===== config.mk =====
export PLATFORM = sky130hd
export DESIGN_NAME = clipped_blit_descriptor_gen
export DESIGN_NICKNAME = d
export VERILOG_FILES = /design/src/hdl/cbdg_pkg.sv /design/src/hdl/clipped_blit_descriptor_gen.sv
export SDC_FILE = /design/constraint.sdc
export NUM_CORES = 2
export LEC_CHECK = 0
export ABC_AREA = 1
export BUFFER_PORTS_ARGS = -buffer_cell sky130_fd_sc_hd__buf_2
export CAP_MARGIN = 20
export CORE_ASPECT_RATIO = 0.9
export CORE_MARGIN = 4
export CORE_UTILIZATION = 30
export CTS_BUF_LIST = sky130_fd_sc_hd__clkbuf_8
export DETAILED_ROUTE_END_ITERATION = 16
export MAX_ROUTING_LAYER = met4
export SYNTH_ARGS = -nofsm -noshare
export SYNTH_HDL_FRONTEND = slang
export SYNTH_SLANG_ARGS = --single-unit

===== constraint.sdc =====
create_clock -name clk -period 7.8 [get_ports clk]
set_input_delay 1.17 -clock clk [delete_from_list [all_inputs] [get_ports clk]]
set_output_delay 1.17 -clock clk [all_outputs]
set_load 0.05 [all_outputs]

===== src/hdl/cbdg_pkg.sv =====
// Shared types, register indexes and constants for the clipped blit descriptor generator.
package cbdg_pkg;

    localparam int CFG_IDX_W  = 3;
    localparam int CFG_DATA_W = 32;

    localparam logic [CFG_IDX_W-1:0] CFG_SRC_BASE   = 3'd0;
    localparam logic [CFG_IDX_W-1:0] CFG_DST_BASE   = 3'd1;
    localparam logic [CFG_IDX_W-1:0] CFG_SRC_ROWB   = 3'd2;
    localparam logic [CFG_IDX_W-1:0] CFG_DST_ROWB   = 3'd3;
    localparam logic [CFG_IDX_W-1:0] CFG_PLANE_CNT  = 3'd4;

    localparam logic [12:0] ROWB_RESET    = 13'd2;
    localparam logic [3:0]  PLANES_RESET  = 4'd1;
    localparam logic [3:0]  PLANES_MAX    = 4'd8;
    localparam logic [6:0]  WORDS_MAX     = 7'd64;
    localparam logic [10:0] WORD_ROUND    = 11'd15;

    // ceil(2^16 / d): exact floor(n / d) for 13-bit n as (n * r) >> 16
    localparam int RECIP_SHIFT = 16;

    typedef struct packed {
        logic [14:0]        sx;
        logic [14:0]        sy;
        logic [9:0]         w;
        logic [9:0]         h;
        logic signed [16:0] dx;
        logic signed [16:0] dy;
        logic signed [15:0] cminx;
        logic signed [15:0] cminy;
        logic signed [15:0] cmaxx;
        logic signed [15:0] cmaxy;
        logic [3:0]         planes;
    } s1_t;

    typedef struct packed {
        logic [16:0]        sx;
        logic [16:0]        sy;
        logic signed [16:0] minx;
        logic signed [16:0] miny;
        logic signed [17:0] maxx;
        logic signed [17:0] maxy;
        logic [12:0]        sq;
        logic [12:0]        dq;
        logic [3:0]         planes;
    } s2_t;

    typedef struct packed {
        logic               nonempty;
        logic [6:0]         ww;
        logic [9:0]         ch;
        logic [29:0]        sprod;
        logic signed [30:0] dprod;
        logic [13:0]        swoff;
        logic signed [13:0] dwoff;
        logic [12:0]        sq;
        logic [12:0]        dq;
        logic [3:0]         planes;
    } s3_t;

    function automatic logic [3:0] clamp_planes(input logic [3:0] pc);
        logic [3:0] p;
        p = pc;
        if (pc == 4'd0)
        begin
            p = PLANES_RESET;
        end
        else if (pc > PLANES_MAX)
        begin
            p = PLANES_MAX;
        end
        return p;
    endfunction

    function automatic logic [16:0] plane_recip(input logic [3:0] p);
        logic [16:0] r;
        case (p)
            4'd1:    r = 17'd65536;
            4'd2:    r = 17'd32768;
            4'd3:    r = 17'd21846;
            4'd4:    r = 17'd16384;
            4'd5:    r = 17'd13108;
            4'd6:    r = 17'd10923;
            4'd7:    r = 17'd9363;
            4'd8:    r = 17'd8192;
            default: r = 17'd65536;
        endcase
        return r;
    endfunction

endpackage


===== src/hdl/clipped_blit_descriptor_gen.sv =====
// Top level: four-stage pipelined clip and blitter descriptor setup.
// Path: an input transfer enters stage 1, then stage 2, stage 3 and the output register.
// Throughput: one request per cycle; a full stage waits while its successor stalls.
// Stage 2 and 3 each hold one multiplier per path (reciprocal divide, row offset).
// Reset: valid bits clear; config registers return to base 0, row bytes 2, one plane.
module clipped_blit_descriptor_gen
    import cbdg_pkg::*;
(
    input  logic                  clk,
    input  logic                  rst_n,
    input  logic                  cfg_we,
    input  logic [CFG_IDX_W-1:0]  cfg_index,
    input  logic [CFG_DATA_W-1:0] cfg_data,
    input  logic                  in_valid,
    output logic                  in_ready,
    input  logic [14:0]           src_x,
    input  logic [14:0]           src_y,
    input  logic signed [15:0]    dst_x,
    input  logic signed [15:0]    dst_y,
    input  logic [9:0]            blit_width,
    input  logic [9:0]            blit_height,
    input  logic signed [15:0]    clip_min_x,
    input  logic signed [15:0]    clip_min_y,
    input  logic signed [15:0]    clip_max_x,
    input  logic signed [15:0]    clip_max_y,
    input  logic signed [15:0]    layer_origin_x,
    input  logic signed [15:0]    layer_origin_y,
    output logic                  out_valid,
    input  logic                  out_ready,
    output logic                  issue,
    output logic [31:0]           src_address,
    output logic [31:0]           dst_address,
    output logic signed [15:0]    src_modulo,
    output logic signed [15:0]    dst_modulo,
    output logic [12:0]           rows_total,
    output logic [6:0]            words_per_row
);

    logic [31:0] src_base_reg;
    logic [31:0] dst_base_reg;
    logic [12:0] src_rowb_reg;
    logic [12:0] dst_rowb_reg;
    logic [3:0]  plane_cnt_reg;

    always_ff @(posedge clk or negedge rst_n)
    begin
        if (!rst_n)
        begin
            src_base_reg  <= '0;
            dst_base_reg  <= '0;
            src_rowb_reg  <= ROWB_RESET;
            dst_rowb_reg  <= ROWB_RESET;
            plane_cnt_reg <= PLANES_RESET;
        end
        else if (cfg_we)
        begin
            case (cfg_index)
                CFG_SRC_BASE:  src_base_reg  <= cfg_data;
                CFG_DST_BASE:  dst_base_reg  <= cfg_data;
                CFG_SRC_ROWB:  src_rowb_reg  <= cfg_data[12:0];
                CFG_DST_ROWB:  dst_rowb_reg  <= cfg_data[12:0];
                CFG_PLANE_CNT: plane_cnt_reg <= cfg_data[3:0];
                default:       ;
            endcase
        end
    end

    // stage handshake: a stage loads when empty or when its successor loads
    logic v1_reg, v2_reg, v3_reg, v4_reg;
    logic en1, en2, en3, en4;

    assign en4      = !v4_reg || out_ready;
    assign en3      = !v3_reg || en4;
    assign en2      = !v2_reg || en3;
    assign en1      = !v1_reg || en2;
    assign in_ready = en1;

    always_ff @(posedge clk or negedge rst_n)
    begin
        if (!rst_n)
        begin
            v1_reg <= 1'b0;
            v2_reg <= 1'b0;
            v3_reg <= 1'b0;
            v4_reg <= 1'b0;
        end
        else
        begin
            if (en1) v1_reg <= in_valid;
            if (en2) v2_reg <= v1_reg;
            if (en3) v3_reg <= v2_reg;
            if (en4) v4_reg <= v3_reg;
        end
    end

    // stage 1: layer offset, plane count clamp
    s1_t s1_reg, s1_next;

    always_comb
    begin
        s1_next.sx     = src_x;
        s1_next.sy     = src_y;
        s1_next.w      = blit_width;
        s1_next.h      = blit_height;
        s1_next.dx     = 17'(dst_x) + 17'(layer_origin_x);
        s1_next.dy     = 17'(dst_y) + 17'(layer_origin_y);
        s1_next.cminx  = clip_min_x;
        s1_next.cminy  = clip_min_y;
        s1_next.cmaxx  = clip_max_x;
        s1_next.cmaxy  = clip_max_y;
        s1_next.planes = clamp_planes(plane_cnt_reg);
    end

    always_ff @(posedge clk)
    begin
        if (en1 && in_valid) s1_reg <= s1_next;
    end

    // stage 2: intersect with clip, shift source corner, row bytes per plane
    s2_t s2_reg, s2_next;
    logic signed [16:0] cminx17, cminy17;
    logic signed [17:0] diff_x, diff_y, dxe, dye, cmaxx18, cmaxy18;
    logic               gt_x, gt_y;
    logic [16:0]        recip;
    logic [29:0]        sqprod, dqprod;

    always_comb
    begin
        cminx17 = 17'(s1_reg.cminx);
        cminy17 = 17'(s1_reg.cminy);
        cmaxx18 = 18'(s1_reg.cmaxx);
        cmaxy18 = 18'(s1_reg.cmaxy);
        gt_x    = cminx17 > s1_reg.dx;
        gt_y    = cminy17 > s1_reg.dy;
        diff_x  = 18'(cminx17) - 18'(s1_reg.dx);
        diff_y  = 18'(cminy17) - 18'(s1_reg.dy);
        dxe     = 18'(s1_reg.dx) + 18'($signed({1'b0, s1_reg.w})) - 18'sd1;
        dye     = 18'(s1_reg.dy) + 18'($signed({1'b0, s1_reg.h})) - 18'sd1;
        recip   = plane_recip(s1_reg.planes);
        sqprod  = 30'(src_rowb_reg) * 30'(recip);
        dqprod  = 30'(dst_rowb_reg) * 30'(recip);

        s2_next.sx     = gt_x ? {2'b00, s1_reg.sx} + diff_x[16:0] : {2'b00, s1_reg.sx};
        s2_next.sy     = gt_y ? {2'b00, s1_reg.sy} + diff_y[16:0] : {2'b00, s1_reg.sy};
        s2_next.minx   = gt_x ? cminx17 : s1_reg.dx;
        s2_next.miny   = gt_y ? cminy17 : s1_reg.dy;
        s2_next.maxx   = (cmaxx18 < dxe) ? cmaxx18 : dxe;
        s2_next.maxy   = (cmaxy18 < dye) ? cmaxy18 : dye;
        s2_next.sq     = sqprod[RECIP_SHIFT+12:RECIP_SHIFT];
        s2_next.dq     = dqprod[RECIP_SHIFT+12:RECIP_SHIFT];
        s2_next.planes = s1_reg.planes;
    end

    always_ff @(posedge clk)
    begin
        if (en2 && v1_reg) s2_reg <= s2_next;
    end

    // stage 3: clipped size, word count, row and word offsets
    s3_t s3_reg, s3_next;
    logic signed [18:0] cw, ch;
    logic [10:0]        cw_round;

    always_comb
    begin
        cw       = 19'(s2_reg.maxx) - 19'(s2_reg.minx) + 19'sd1;
        ch       = 19'(s2_reg.maxy) - 19'(s2_reg.miny) + 19'sd1;
        cw_round = (11'(cw[9:0]) + WORD_ROUND) >> 4;

        s3_next.nonempty = (cw > 19'sd0) && (ch > 19'sd0);
        s3_next.ww       = cw_round[6:0];
        s3_next.ch       = ch[9:0];
        s3_next.sprod    = 30'(s2_reg.sy) * 30'(src_rowb_reg);
        s3_next.dprod    = 31'(s2_reg.miny) * 31'($signed({1'b0, dst_rowb_reg}));
        s3_next.swoff    = {s2_reg.sx[16:4], 1'b0};
        s3_next.dwoff    = $signed({s2_reg.minx[16:4], 1'b0});
        s3_next.sq       = s2_reg.sq;
        s3_next.dq       = s2_reg.dq;
        s3_next.planes   = s2_reg.planes;
    end

    always_ff @(posedge clk)
    begin
        if (en3 && v2_reg) s3_reg <= s3_next;
    end

    // stage 4: output register; empty area gives all-zero fields
    logic               issue_reg, issue_next;
    logic [31:0]        src_addr_reg, src_addr_next;
    logic [31:0]        dst_addr_reg, dst_addr_next;
    logic signed [15:0] src_mod_reg, src_mod_next;
    logic signed [15:0] dst_mod_reg, dst_mod_next;
    logic [12:0]        rows_reg, rows_next;
    logic [6:0]         wpr_reg, wpr_next;
    logic [15:0]        two_ww;

    always_comb
    begin
        two_ww        = 16'({s3_reg.ww, 1'b0});
        issue_next    = s3_reg.nonempty;
        src_addr_next = '0;
        dst_addr_next = '0;
        src_mod_next  = '0;
        dst_mod_next  = '0;
        rows_next     = '0;
        wpr_next      = '0;
        if (s3_reg.nonempty)
        begin
            src_addr_next = src_base_reg + 32'(s3_reg.sprod) + 32'(s3_reg.swoff);
            dst_addr_next = dst_base_reg + 32'(s3_reg.dprod) + 32'(s3_reg.dwoff);
            src_mod_next  = $signed(16'(s3_reg.sq) - two_ww);
            dst_mod_next  = $signed(16'(s3_reg.dq) - two_ww);
            rows_next     = 13'(s3_reg.ch) * 13'(s3_reg.planes);
            wpr_next      = s3_reg.ww;
        end
    end

    always_ff @(posedge clk)
    begin
        if (en4 && v3_reg)
        begin
            issue_reg    <= issue_next;
            src_addr_reg <= src_addr_next;
            dst_addr_reg <= dst_addr_next;
            src_mod_reg  <= src_mod_next;
            dst_mod_reg  <= dst_mod_next;
            rows_reg     <= rows_next;
            wpr_reg      <= wpr_next;
        end
    end

    assign out_valid     = v4_reg;
    assign issue         = issue_reg;
    assign src_address   = src_addr_reg;
    assign dst_address   = dst_addr_reg;
    assign src_modulo    = src_mod_reg;
    assign dst_modulo    = dst_mod_reg;
    assign rows_total    = rows_reg;
    assign words_per_row = wpr_reg;

endmodule


Yosys cells after proc, flatten, opt, wreduce, memory -nomap -nowiden

Memory sizes are Yosys's and may differ from the RTL's.
Cells that the tools add are included.

Memory bits (read-only): 272
Flip-flop bits (word level): 636
Memories: 1
Output and inout port bits: 119
Input bits: 218

Memories:

| name            | depth | bits a word | rd ports | clocked after Yosys merged registers in | write ports | line           | RTL |
|---|---|---|---|---|---|---|---|
| (no name shown) | 16    | 17          | 1        | 0                                       | 0           | cbdg_pkg.sv:77 | `case (p)` |

Add/subtract/negate cells: 21
Multipliers: 5
Equality and inequality tests: 4
Muxes and demuxes: 7
Reductions and logical operators: 21
$lt $le $gt $ge: 7

Operators with widths:

| cell                  | number |
|---|---|
| $add 32x32->32        | 2 |
| $mul 13x17->29        | 2 |
| $add 19x2->19 const B | 2 |
| $gt 19x1->1 const B   | 2 |
| $sub 18x17->19        | 2 |
| $add 17x11->18        | 2 |
| $lt 16x18->1          | 2 |
| $mux 18               | 2 |
| $sub 18x2->18 const B | 2 |
| $add 15x17->17        | 2 |
| $add 16x16->17        | 2 |
| $gt 16x17->1          | 2 |
| $mux 17               | 2 |
| $sub 16x17->17        | 2 |
| $add 32x14->32        | 1 |
| $add 32x30->32        | 1 |
| $mul 17x14->31        | 1 |
| $mul 17x13->30        | 1 |
| $mux 15               | 2 |
| $sub 13x8->14         | 2 |
| $mul 10x4->13         | 1 |
| $add 10x4->11 const B | 1 |
| $reduce_and 2->1      | 5 |
| $eq 3x2->1 const B    | 2 |
| 10 further kinds      | 20 |

Logic depth before layout (Yosys ltp)

Depth in word-level cells: 6
Depth in mapped cells: 31

Least setup slack after synthesis

Ideal clock, no wire load.

Path type: input to register
Start point: in out_ready
End point: reg s1_reg (netlist bit cmaxx18[0]), enable pin
Data arrival time: 7.897 ns
Buffers on the path: 0
Setup time: 0.669 ns
Stages on the path: 8
Setup slack: -0.766 ns
Cells stage by stage: nor2_1 inv_1 nor2_1 inv_1 nor2_1 inv_1 nor2_1 nor2_1

Longest elaborated chain between the ends: 5

RTL lines:

| element              | line                               | RTL |
|---|---|---|
| start, declared      | clipped_blit_descriptor_gen.sv:29  | `input logic out_ready,` |
| $logic_or 1x1->1     | clipped_blit_descriptor_gen.sv:72  | `assign en4 = !v4_reg \|\| out_ready;` |
| $logic_or 1x1->1     | clipped_blit_descriptor_gen.sv:73  | `assign en3 = !v3_reg \|\| en4;` |
| $logic_or 1x1->1     | clipped_blit_descriptor_gen.sv:74  | `assign en2 = !v2_reg \|\| en3;` |
| $logic_or 1x1->1     | clipped_blit_descriptor_gen.sv:75  | `assign en1 = !v1_reg \|\| en2;` |
| $logic_and 1x1->1    | clipped_blit_descriptor_gen.sv:116 | `if (en1 && in_valid) s1_reg <= s1_next;` |
| end signal, assigned | clipped_blit_descriptor_gen.sv:116 |  |
| end, declared        | clipped_blit_descriptor_gen.sv:97  | `s1_t s1_reg, s1_next;` |

Every way passes these cells.
A chain may end at the register's enable or synchronous reset.

==> run metrics <==
postcts setup bufs 0; post-route ant nets 0; commonest non-fill, non-tap cell in the layout inv_1; CP Launch Point dst_rowb_reg[2]; minimum clock period 6680 ps; hpwl dp 170000 um; WL final 206000 um; post-synth net total 9466; final setup vio count 0; H-tree lvl count 3; final hold vios 0; DR pass1 iterations 8; Clock Tree Buf Depth 3; worst-path cell chain nand2_1, fa_1, inv_1, fa_1, inv_1, fa_1, fa_1, fa_1, inv_1, fa_1, ha_1, nand2_1, nor2_1, nand2_1, nor2_1, a211oi_1, nand2_1, xor2_1; Final WS setup 1120 ps; setup TNS 0 ps; Hold Crit Class in -> async; initial antenna violation count 14; crit-path max FO 21; RD Place Congestion 0.983; reg2reg start dst_rowb_reg[2]; vias per cell 4.60; vias in the first global route 54000; Post-DP Area 72400 sq um; Root Buffer clkbuf_8; Slowest-stage cell, CP dfrtp_1; f_max 150 MHz; Area contributors post-synth fa_1 24%, edfxtp_1 24%, ha_1 12%, inv_1 11%, nand2_1 9.0%; commonest cells after routing, fill and taps aside 1935 x inv_1, 1613 x nand2_1, 798 x fa_1, 659 x ha_1, 530 x edfxtp_1; placement-stage worst setup slack 1100 ps; post-cts sizing count 0; CTS Sinks 628; synthesized cell area 67200 sq um; status complete, no violations; NumNets Final 9800; die extent in y 457 um; Yosys reg bits 628; hold-fix buffers at CTS 0; via count 51600; Syn Inst Count 7791; crit share post-route 85.6%; global route overflow 0; M1 wire length 87700 um; max-cap violations 0; commonest register cell after synthesis edfxtp_1; layout cell share with drive strength beyond 1 7.21%; total track usage 18.3%; # port buffers 336; clk slew on worst S/H paths 60 ps; Routed WL per cell 18.3 um; Top delay family on crit path adder cells; met3 wire len 9970 um; TritonCTS clock tree built; FFs w/ async S/R, synth 15.6%; max reg flops 134; final setup skew 83.6 ps; pins over their slew limit 0; sequential area share after synthesis 27.3%; Largest stage delay, worst path 940 ps; Yosys Warn Count 0; setup repair after global routing missed its margin false; final instance area 75100 sq um; Slew @ Worst Pin 1080 ps; top routing layer used met4; width of the die 507 um; drc violations 0; # IOs 337; crit path launch type flip-flop; syn avg cell area 8.63 sq um; Cell Rows 164; Setup Crit Path Kind reg -> reg; first-pass GRT wire length 318000 um; Crit. End Element flip-flop; most used cell, CP fa_1; 1st-iter DRT viols 3135; leading area contributor after synthesis fa_1; WL met2 101000 um; max_slew headroom 27.7%; WP buf/inv 3; Netlist cell types 56; clock latency at the later pin of the worst-skew pair 920 ps; synthesis-to-layout area growth 11.6%; die area 232000 sq um; Starting Density 30.2%; final core utilization 33.7%; pin count of the biggest net entering global routing 111; Synth top area share 23.8%; WP data arrival 7340 ps; EDFF count, synth 530; CORE AREA 222000 sq um; required time of the critical path 8470 ps; CTS buffer count 118
worst paths after layout:
path	slack (ps)	cells past startpoint	endpoint
worst max register to register	1120	18	s3_reg[88]
worst min register to register	420	0	s3_reg[18]
min in group clk	420	0	s3_reg[18]
worst max-delay path	1120	18	s3_reg[88]
max in group asynchronous	6250	2	src_base_reg[25]
worst min-delay path	280	1	v1_reg
cell families (layout without fill, tap and decap cells):
family          after synthesis  count (layout)  synth area share, %
flops                       628             628                 27.3
simple gates               2451            2451                 14.5
other cells                   0              12                    0
compound gates              966             966                 7.87
xor+xnor                    192             192                 2.50
fa+ha+maj                  1457            1457                 36.0
buf+inv                    2097            2533                 11.8
through the flow:
step           hold slack (ps)  cells
2_1_floorplan              400   7791
6_report                   282  11200
3_3_place_gp               401  11000
3_5_place_dp               405  11000
4_1_cts                    218  11200
5_1_grt                    275  11200
layout make-up:
| type | instances | area (sq um) |
|---|---|---|
| multi-input cells | 5066 | 41000 |
| flip-flops and latches | 628 | 18400 |
| inverters | 1925 | 7240 |
| well taps | 2988 | 3740 |
| clock inverters | 97 | 881 |
| fillers | 23200 | 147000 |
| clock buffers | 125 | 1720 |
| repair buffers | 386 | 2100 |
| diodes | 12 | 30.0 |
Yosys cell counts (4+ instances only):
master    instances
a211oi_1         11
a21boi_0         10
a21o_1           28
a21oi_1         399
a221oi_1          6
a31oi_1          30
and2_1            5
buf_2            14
buf_4             4
clkbuf_1        150
clkinv_1         11
dfrtp_1          95
edfxtp_1        530
fa_1            798
ha_1            659
inv_1          1913
nand2_1        1614
nand2_2           7
nand3_1         168
nand3b_1         15
nand4_1          50
nor2_1          518
nor2_4            4
nor3_1           50
nor4_1           11
o211ai_1          7
o21a_1           26
o21ai_0         361
o21ai_1          32
o21bai_1         25
o221ai_1          8
o31ai_1           7
xnor2_1          58
xor2_1          134
layer usage:
metal  track usage [%]  vias to the layer above
met4              5.80                        0
met2              31.0                     1328
met1              22.7                    25200
met5                 -                        -
li1                  -                    24800
met3              2.36                      307
Power is left out: the tool's default activity adds up to more than one toggle a clock period on the data nets, which glitch-free logic cannot reach.
